**config.mk**
```make
export PLATFORM = sky130hd
export DESIGN_NAME = fsgs_ctrl
export DESIGN_NICKNAME = d
export VERILOG_FILES = /design/src/hdl/fsgs_pkg.sv /design/src/hdl/fsgs_ctrl.sv
export SDC_FILE = /design/constraint.sdc
export NUM_CORES = 1
export LEC_CHECK = 0
export BUFFER_PORTS_ARGS = -buffer_cell sky130_fd_sc_hd__buf_2
export CAP_MARGIN = 20
export CORE_UTILIZATION = 45
export DETAILED_ROUTE_END_ITERATION = 10
export PLACE_DENSITY = 0.78
export SLEW_MARGIN = 20
export SYNTH_ARGS = -nofsm -noshare
export SYNTH_HDL_FRONTEND = slang
export SYNTH_SLANG_ARGS = --single-unit
export TNS_END_PERCENT = 10
```
**constraint.sdc**
```tcl
create_clock -name i_clk -period 1.6 [get_ports i_clk]
set_input_delay 0.16 -clock i_clk [delete_from_list [all_inputs] [get_ports i_clk]]
set_output_delay 0.16 -clock i_clk [all_outputs]
set_load 0.05 [all_outputs]
```
**src/hdl/fsgs_pkg.sv**
```systemverilog
// shared types, codes and constants of the falling sand grid sweep
`timescale 1ns / 1ps
`default_nettype none
package fsgs_pkg;

    localparam int CW          = 8;     // coordinate width on the stream
    localparam int COLW        = 24;    // packed rgb colour
    localparam int PERW        = 8;     // sweep period / frame counter
    localparam int MW          = COLW + 1;  // stored cell: solid bit over colour
    localparam int S_TDATA_W   = 48;
    localparam int M_TDATA_W   = 32;
    localparam int GRID_X_DEF  = 64;
    localparam int GRID_Y_DEF  = 64;
    localparam logic [COLW-1:0] RESET_COLOR = 24'hB46400;
    localparam logic [PERW-1:0] PERIOD_RESET = 8'd1;

    typedef enum logic [3:0] {
        S_CLR,
        S_IDLE,
        S_DECODE,
        S_SW_INIT,
        S_SW_RC,
        S_SW_EC,
        S_SW_ED,
        S_SW_EDR,
        S_SW_EDL,
        S_SW_WS,
        S_SW_NEXT,
        S_OUT_RD,
        S_OUT_FR,
        S_OUT_SW
    } t_state;

    // memory address source
    typedef enum logic [2:0] {
        A_CLR,
        A_IN,
        A_C,
        A_D,
        A_DR,
        A_DL
    } t_asel;

    // memory write data source
    typedef enum logic [1:0] {
        W_CLEAR,
        W_PAINT,
        W_DST,
        W_SRC
    } t_wsel;

    // result item source
    typedef enum logic [1:0] {
        O_READ,
        O_FRAME,
        O_SWEPT
    } t_osel;

    typedef struct packed {
        logic  load_in;
        logic  cnt_upd;
        logic  mem_we;
        t_wsel wsel;
        t_asel asel;
        logic  clr_inc;
        logic  sw_init;
        logic  keep_color;
        logic  set_cur_mv;
        logic  set_nxt_mv;
        logic  step;
        logic  out_load;
        t_osel osel;
    } t_dp_cmd;

    typedef struct packed {
        logic is_read;
        logic paint_ok;
        logic sweep_go;
        logic clr_last;
        logic rd_solid;
        logic cur_moved;
        logic y_last;
        logic x_last;
        logic out_free;
    } t_dp_sts;

endpackage
`default_nettype wire

```
**src/hdl/fsgs_ctrl.sv**
```systemverilog
// controller state machine: clearing pass, item decode, sweep sequencing
`timescale 1ns / 1ps
`default_nettype none
module fsgs_ctrl
    import fsgs_pkg::*;
(
    input  wire logic    i_clk,
    input  wire logic    i_rst_n,
    input  wire logic    i_s_valid,
    output logic         o_s_ready,
    input  wire t_dp_sts i_sts,
    output t_dp_cmd      o_cmd
);

    t_state r_state;
    t_state n_state;

    always_ff @(posedge i_clk) begin
        if (!i_rst_n) begin
            r_state <= S_CLR;
        end else begin
            r_state <= n_state;
        end
    end

    assign o_s_ready = (r_state == S_IDLE);

    always_comb begin
        n_state = r_state;
        o_cmd   = '0;
        o_cmd.asel = A_IN;
        o_cmd.wsel = W_CLEAR;
        o_cmd.osel = O_READ;
        unique case (r_state)
            S_CLR: begin
                o_cmd.mem_we  = 1'b1;
                o_cmd.wsel    = W_CLEAR;
                o_cmd.asel    = A_CLR;
                o_cmd.clr_inc = 1'b1;
                if (i_sts.clr_last) begin
                    n_state = S_IDLE;
                end
            end
            S_IDLE: begin
                if (i_s_valid) begin
                    o_cmd.load_in = 1'b1;
                    n_state       = S_DECODE;
                end
            end
            S_DECODE: begin
                if (i_sts.is_read) begin
                    n_state = S_OUT_RD;
                end else begin
                    o_cmd.cnt_upd = 1'b1;
                    if (i_sts.paint_ok) begin
                        o_cmd.mem_we = 1'b1;
                        o_cmd.wsel   = W_PAINT;
                    end
                    n_state = i_sts.sweep_go ? S_SW_INIT : S_OUT_FR;
                end
            end
            S_SW_INIT: begin
                o_cmd.sw_init = 1'b1;
                n_state       = S_SW_RC;
            end
            S_SW_RC: begin
                o_cmd.asel = A_C;
                n_state    = S_SW_EC;
            end
            S_SW_EC: begin
                // air or an already moved grain is skipped
                if (!i_sts.rd_solid || i_sts.cur_moved) begin
                    n_state = S_SW_NEXT;
                end else begin
                    o_cmd.keep_color = 1'b1;
                    o_cmd.asel       = A_D;
                    n_state          = S_SW_ED;
                end
            end
            S_SW_ED: begin
                if (!i_sts.rd_solid) begin
                    o_cmd.mem_we     = 1'b1;
                    o_cmd.wsel       = W_DST;
                    o_cmd.asel       = A_D;
                    o_cmd.set_cur_mv = 1'b1;
                    n_state          = S_SW_WS;
                end else begin
                    o_cmd.asel = A_DR;
                    n_state    = S_SW_EDR;
                end
            end
            S_SW_EDR: begin
                if (!i_sts.rd_solid) begin
                    o_cmd.mem_we     = 1'b1;
                    o_cmd.wsel       = W_DST;
                    o_cmd.asel       = A_DR;
                    o_cmd.set_nxt_mv = 1'b1;
                    n_state          = S_SW_WS;
                end else begin
                    o_cmd.asel = A_DL;
                    n_state    = S_SW_EDL;
                end
            end
            S_SW_EDL: begin
                if (!i_sts.rd_solid) begin
                    o_cmd.mem_we = 1'b1;
                    o_cmd.wsel   = W_DST;
                    o_cmd.asel   = A_DL;
                    n_state      = S_SW_WS;
                end else begin
                    n_state = S_SW_NEXT;
                end
            end
            S_SW_WS: begin
                o_cmd.mem_we = 1'b1;
                o_cmd.wsel   = W_SRC;
                o_cmd.asel   = A_C;
                n_state      = S_SW_NEXT;
            end
            S_SW_NEXT: begin
                o_cmd.step = 1'b1;
                n_state    = (i_sts.y_last && i_sts.x_last) ? S_OUT_SW : S_SW_RC;
            end
            S_OUT_RD: begin
                o_cmd.osel = O_READ;
                if (i_sts.out_free) begin
                    o_cmd.out_load = 1'b1;
                    n_state        = S_IDLE;
                end
            end
            S_OUT_FR: begin
                o_cmd.osel = O_FRAME;
                if (i_sts.out_free) begin
                    o_cmd.out_load = 1'b1;
                    n_state        = S_IDLE;
                end
            end
            S_OUT_SW: begin
                o_cmd.osel = O_SWEPT;
                if (i_sts.out_free) begin
                    o_cmd.out_load = 1'b1;
                    n_state        = S_IDLE;
                end
            end
            default: begin
                n_state = S_IDLE;
            end
        endcase
    end

endmodule
`default_nettype wire

```
After elaboration in Yosys (flattened, before gate mapping)
Index checks and enable logic that the tools add are counted.
{ "totals": {"regBits": 4, "input_bits": 12, "out_inout_bits": 18, "wordCells": 58} }
{ "op_classes": {"n_eq_ne": 16, "muxes": 33, "n_reduce_logical": 8} }
{ "ops": {"columns": ["operator", "n"], "rows": [
  ["4-bit one-hot mux with 12 select lines", 1],
  ["4-bit 2-to-1 mux", 9],
  ["4-bit equality test (second input constant)", 6],
  ["3-bit one-hot mux with 6 select lines", 1],
  ["4-bit by 3-bit equality test with 1-bit output (second input constant)", 4],
  ["3-bit one-hot mux with 5 select lines", 1],
  ["1-bit 2-to-1 mux", 14],
  ["3-bit 2-to-1 mux", 3],
  ["3-bit one-hot mux with 3 select lines", 1],
  ["4-bit by 2-bit equality test with 1-bit output (second input constant)", 2],
  ["6-bit 2-to-1 mux", 1],
  ["4-bit by 1-bit equality test with 1-bit output (second input constant)", 1],
  ["4-bit zero test", 1],
  ["2-bit 2-to-1 mux", 2],
  ["2-bit inequality test (second input constant)", 2],
  ["2-bit OR reduction", 2],
  ["3-bit AND reduction", 1],
  ["3-bit OR reduction", 1],
  ["2-bit by 1-bit inequality test with 1-bit output (second input constant)", 1],
  ["1-bit logical AND", 1],
  ["1-bit zero test", 1],
  ["1-bit logical OR", 1]
]} }

Logic depth before layout (Yosys ltp)
{ "depth": {"depth_word": 4, "mapped_depth": 6, "mapped_depth_nobuf": 4} }

Worst setup path before layout
Ideal clock, no wire load.
{ "synth_path": {"path_type": "register to output", "from": "reg r_state[0]", "to": "out o_cmd[6] in the netlist's numbering", "arrival_time_ns": 2.393, "required_time_ns": 1.440, "path_slack_ns": -0.953, "path_stages_with_launch": 6, "path_buffers": 3, "cell_sequence": "dfxtp_1 -> buf_4 -> buf_4 -> buf_2 -> nand2_1 -> nor4_1"} }
{ "synth_rtl": {"columns": ["item", "line_no", "rtl"], "rows": [
  ["start, declared", "fsgs_ctrl.sv:15", "t_state r_state;"],
  ["start signal, assigned", "fsgs_ctrl.sv:22", "r_state <= n_state;"],
  ["end, declared", "fsgs_ctrl.sv:12", "output t_dp_cmd o_cmd"]
]} }

==> flow_metrics.py <==
metrics = {
    "synthesis": {
        "avgSynthCellArea_sq_um": 6.37,
        "synth_area_leader_cell": "dfxtp_1",
        "async_flop_share_pct": 0,
        "yosysTopAreaCellShare_pct": 12.6,
        "synth_nets": 112,
        "synth_cell_types": 35,
        "synthFlopType": "dfxtp_1",
        "synthTopCellsByArea": "dfxtp_1, nand2b_1, a21oi_1, nor2_1, nor3_1",
        "ys_top_cells_by_count": "nor2_1, a21oi_1, nand2b_1",
        "synth_cells": 100,
        "yosysMostFrequentCell": "nor2_1",
        "yosysSeqAreaShare_pct": 12.6,
        "synth_edf_count": 0,
        "yosysWarnings": 0,
        "ys_ff_latch": 4,
        "synth_area_sq_um": 637,
    },
    "placed_design": {
        "place_inst": 146,
        "numPortBuffers": 29,
        "gp_congestion": 0.900,
        "post-dp-hpwl_mm": 1.57,
    },
    "clocking": {
        "cts_max_level": 1,
        "cts_sinks": 4,
        "root_buffer": "clkbuf_4",
        "cts_max_path_buffers": 2,
        "cts_tree": "yes",
        "cts_hold_buf": 0,
        "clkTransAtPathRegs_ns": 0.04,
        "cts_buffers": 3,
        "clk_latency_ns": 0.23,
    },
    "grt": {
        "grt_max_degree": 30,
        "overflow": 0,
        "grt_pass1_vias": 680,
        "grt_pass1_wl_mm": 2.93,
        "globalRouteTotalUtil_pct": 27.4,
        "antenna_found_initial": 0,
    },
    "critical_path": {
        "crit_type": "flop to output port",
        "cp.required_ns": 1.44,
        "worstSetupStartpointType": "flop",
        "cp.arrival_ns": 1.44,
        "path_max_fanout": 11,
        "endpoint_kind": "output port",
    },
    "cells_and_area": {
        "largest_reg_flops": 4,
        "regMostFlops": "r_state",
        "largest_registers": "r_state: 4 flops",
        "fin_nets": 151,
        "area_growth_syn_to_layout_pct": 63.7,
        "utilization_pct": 80.1,
        "layout-drive-gt1-share_pct": 48.9,
        "antenna_cells": 0,
        "stdcell_count": 152,
        "fillers": 98,
    },
    "power_and_ir_drop": {
        "finalPower_mw": 0.607,
        "ir_drop_uv": 383,
        "power_density_nw_per_um2": 582,
        "p_leak_nw": 0.442,
    },
    "die": {
        "die_area_sq_um": 1570,
        "die_w_microns": 39.6,
        "ios": 30,
        "initial_utilization_pct": 48.9,
        "rows": 13,
        "core-area_sq_um": 1300,
        "die_y_microns": 39.6,
    },
    "sta": {
        "finalMaxSlewViolations": 0,
        "period_needed_ns": 1.60,
        "worst_pin_slew_ns": 0.489,
        "fin_crit_sh_pct": 100,
        "clock_skew_ns": 0.000845,
        "rsz0062_at_grt": "true",
        "slew-limit-headroom_pct": 67.0,
        "hold_ws_ns": 0.192,
        "fmax_mhz": 625,
        "hold_violations": 0,
        "setup_viol": 0,
    },
    "detailed_routing": {
        "drtPass1Iterations": 4,
        "viasPerCell": 6.13,
        "num_vias": 932,
        "finalWirelength_mm": 2.25,
        "wl_per_cell_microns": 14.8,
        "drc": 0,
        "ant_nets": 0,
        "drt_iter0_drc": 37,
    },
    "hold_path": {
        "hp-class": "input port to flop",
    },
    "job": {
        "max-cap-violations": 0,
    },
    "run_status": {
        "status": "complete, no violations",
    },
}
[where the power goes]
group	switching (mW)	internal [mW]
combinational	0.234	0.134
sequential	0.00999	0.106
clock	0.0390	0.0838
[critical path, stage by stage, from the launching register on]
cell and delay [ns]:
dfxtp_4 0.37, buf_4 0.17, o31a_1 0.26, o22ai_2 0.22, buf_6 0.19
[metrics by stage]
stage          cell area (sq um)  setup slack (ns)  TNS, ns
6_report                    1040          0.000537        0
5_1_grt                     1040           -0.0211  -0.0568
4_1_cts                      985           -0.0429  -0.0429
3_5_place_dp                 917           -0.0225  -0.0225
3_3_place_gp                 917            0.0447        0
2_1_floorplan                703            -0.306    -2.75
[routing by layer]
| layer | share of wire (%) | track usage, % | vias to the layer above |
|---|---|---|---|
| met5 | 0 | 0 | - |
| met4 | 0.31 | 7.76 | 0 |
| li1 | - | - | 446 |
| met2 | 49 | 43.0 | 49 |
| met1 | 43 | 37.4 | 435 |
| met3 | 7.1 | 5.11 | 2 |
[placed cells by master (no fill, tap or decap), types with 2 or more instances in the layout]
cell / synthesis / layout
a211oi_1: 2 / 2
a21oi_1: 11 / 11
buf_2: 6 / 16
buf_4: 3 / 21
buf_6: 0 / 4
clkbuf_4: 0 / 6
dfxtp_2: 0 / 2
dfxtp_4: 0 / 2
inv_1: 2 / 2
nand2_1: 4 / 4
nand2b_1: 10 / 8
nand2b_2: 0 / 2
nor2_1: 12 / 12
nor2b_1: 3 / 3
nor3_1: 8 / 3
nor3_2: 0 / 4
nor4_2: 0 / 2
o21ai_0: 5 / 4
o22ai_1: 3 / 2
o31a_1: 2 / 2
[layout make-up]
type	instances	area, sq um	area share, %
Timing Repair Buffer	45	325	31.2
Clock buffer	3	22.5	2.16
Tap cell	15	18.8	1.80
Multi-Input combinational cell	83	578	55.5
Sequential cell	4	90.1	8.64
Inverter	2	7.51	0.720
[repair_timing]
action | CTS | global route
resized for setup | 18 | 11
buffers inserted | 0 | 3
pin swaps | 0 | 4
endpoints found under the hold margin | 0 | 0
setup endpoints to repair | 18 | 8
[kinds of logic after synthesis]
| group | synth area share [%] |
|---|---|
| and+or+nand+nor | 38.9 |
| AOI/OAI and AO/OA | 36.3 |
| buffers and inverters | 10.6 |
| muxes | 1.57 |
| DFF | 12.6 |
[path summary, 6_finish.rpt]
kind / start / endpoint / slack, ns / depth (start not counted)
max: r_state[2]$_SDFFE_PN0P_ / o_cmd[14] / 0.0005 / 4
min: i_rst_n / r_state[2]$_SDFFE_PN0P_ / 0.19 / 2
max reg2reg: r_state[3]$_SDFFE_PN0P_ / r_state[1]$_SDFFE_PN0P_ / 0.14 / 5
min reg2reg: r_state[3]$_SDFFE_PN0P_ / r_state[1]$_SDFFE_PN0P_ / 0.78 / 3
(Power assumes the default switching activity.)
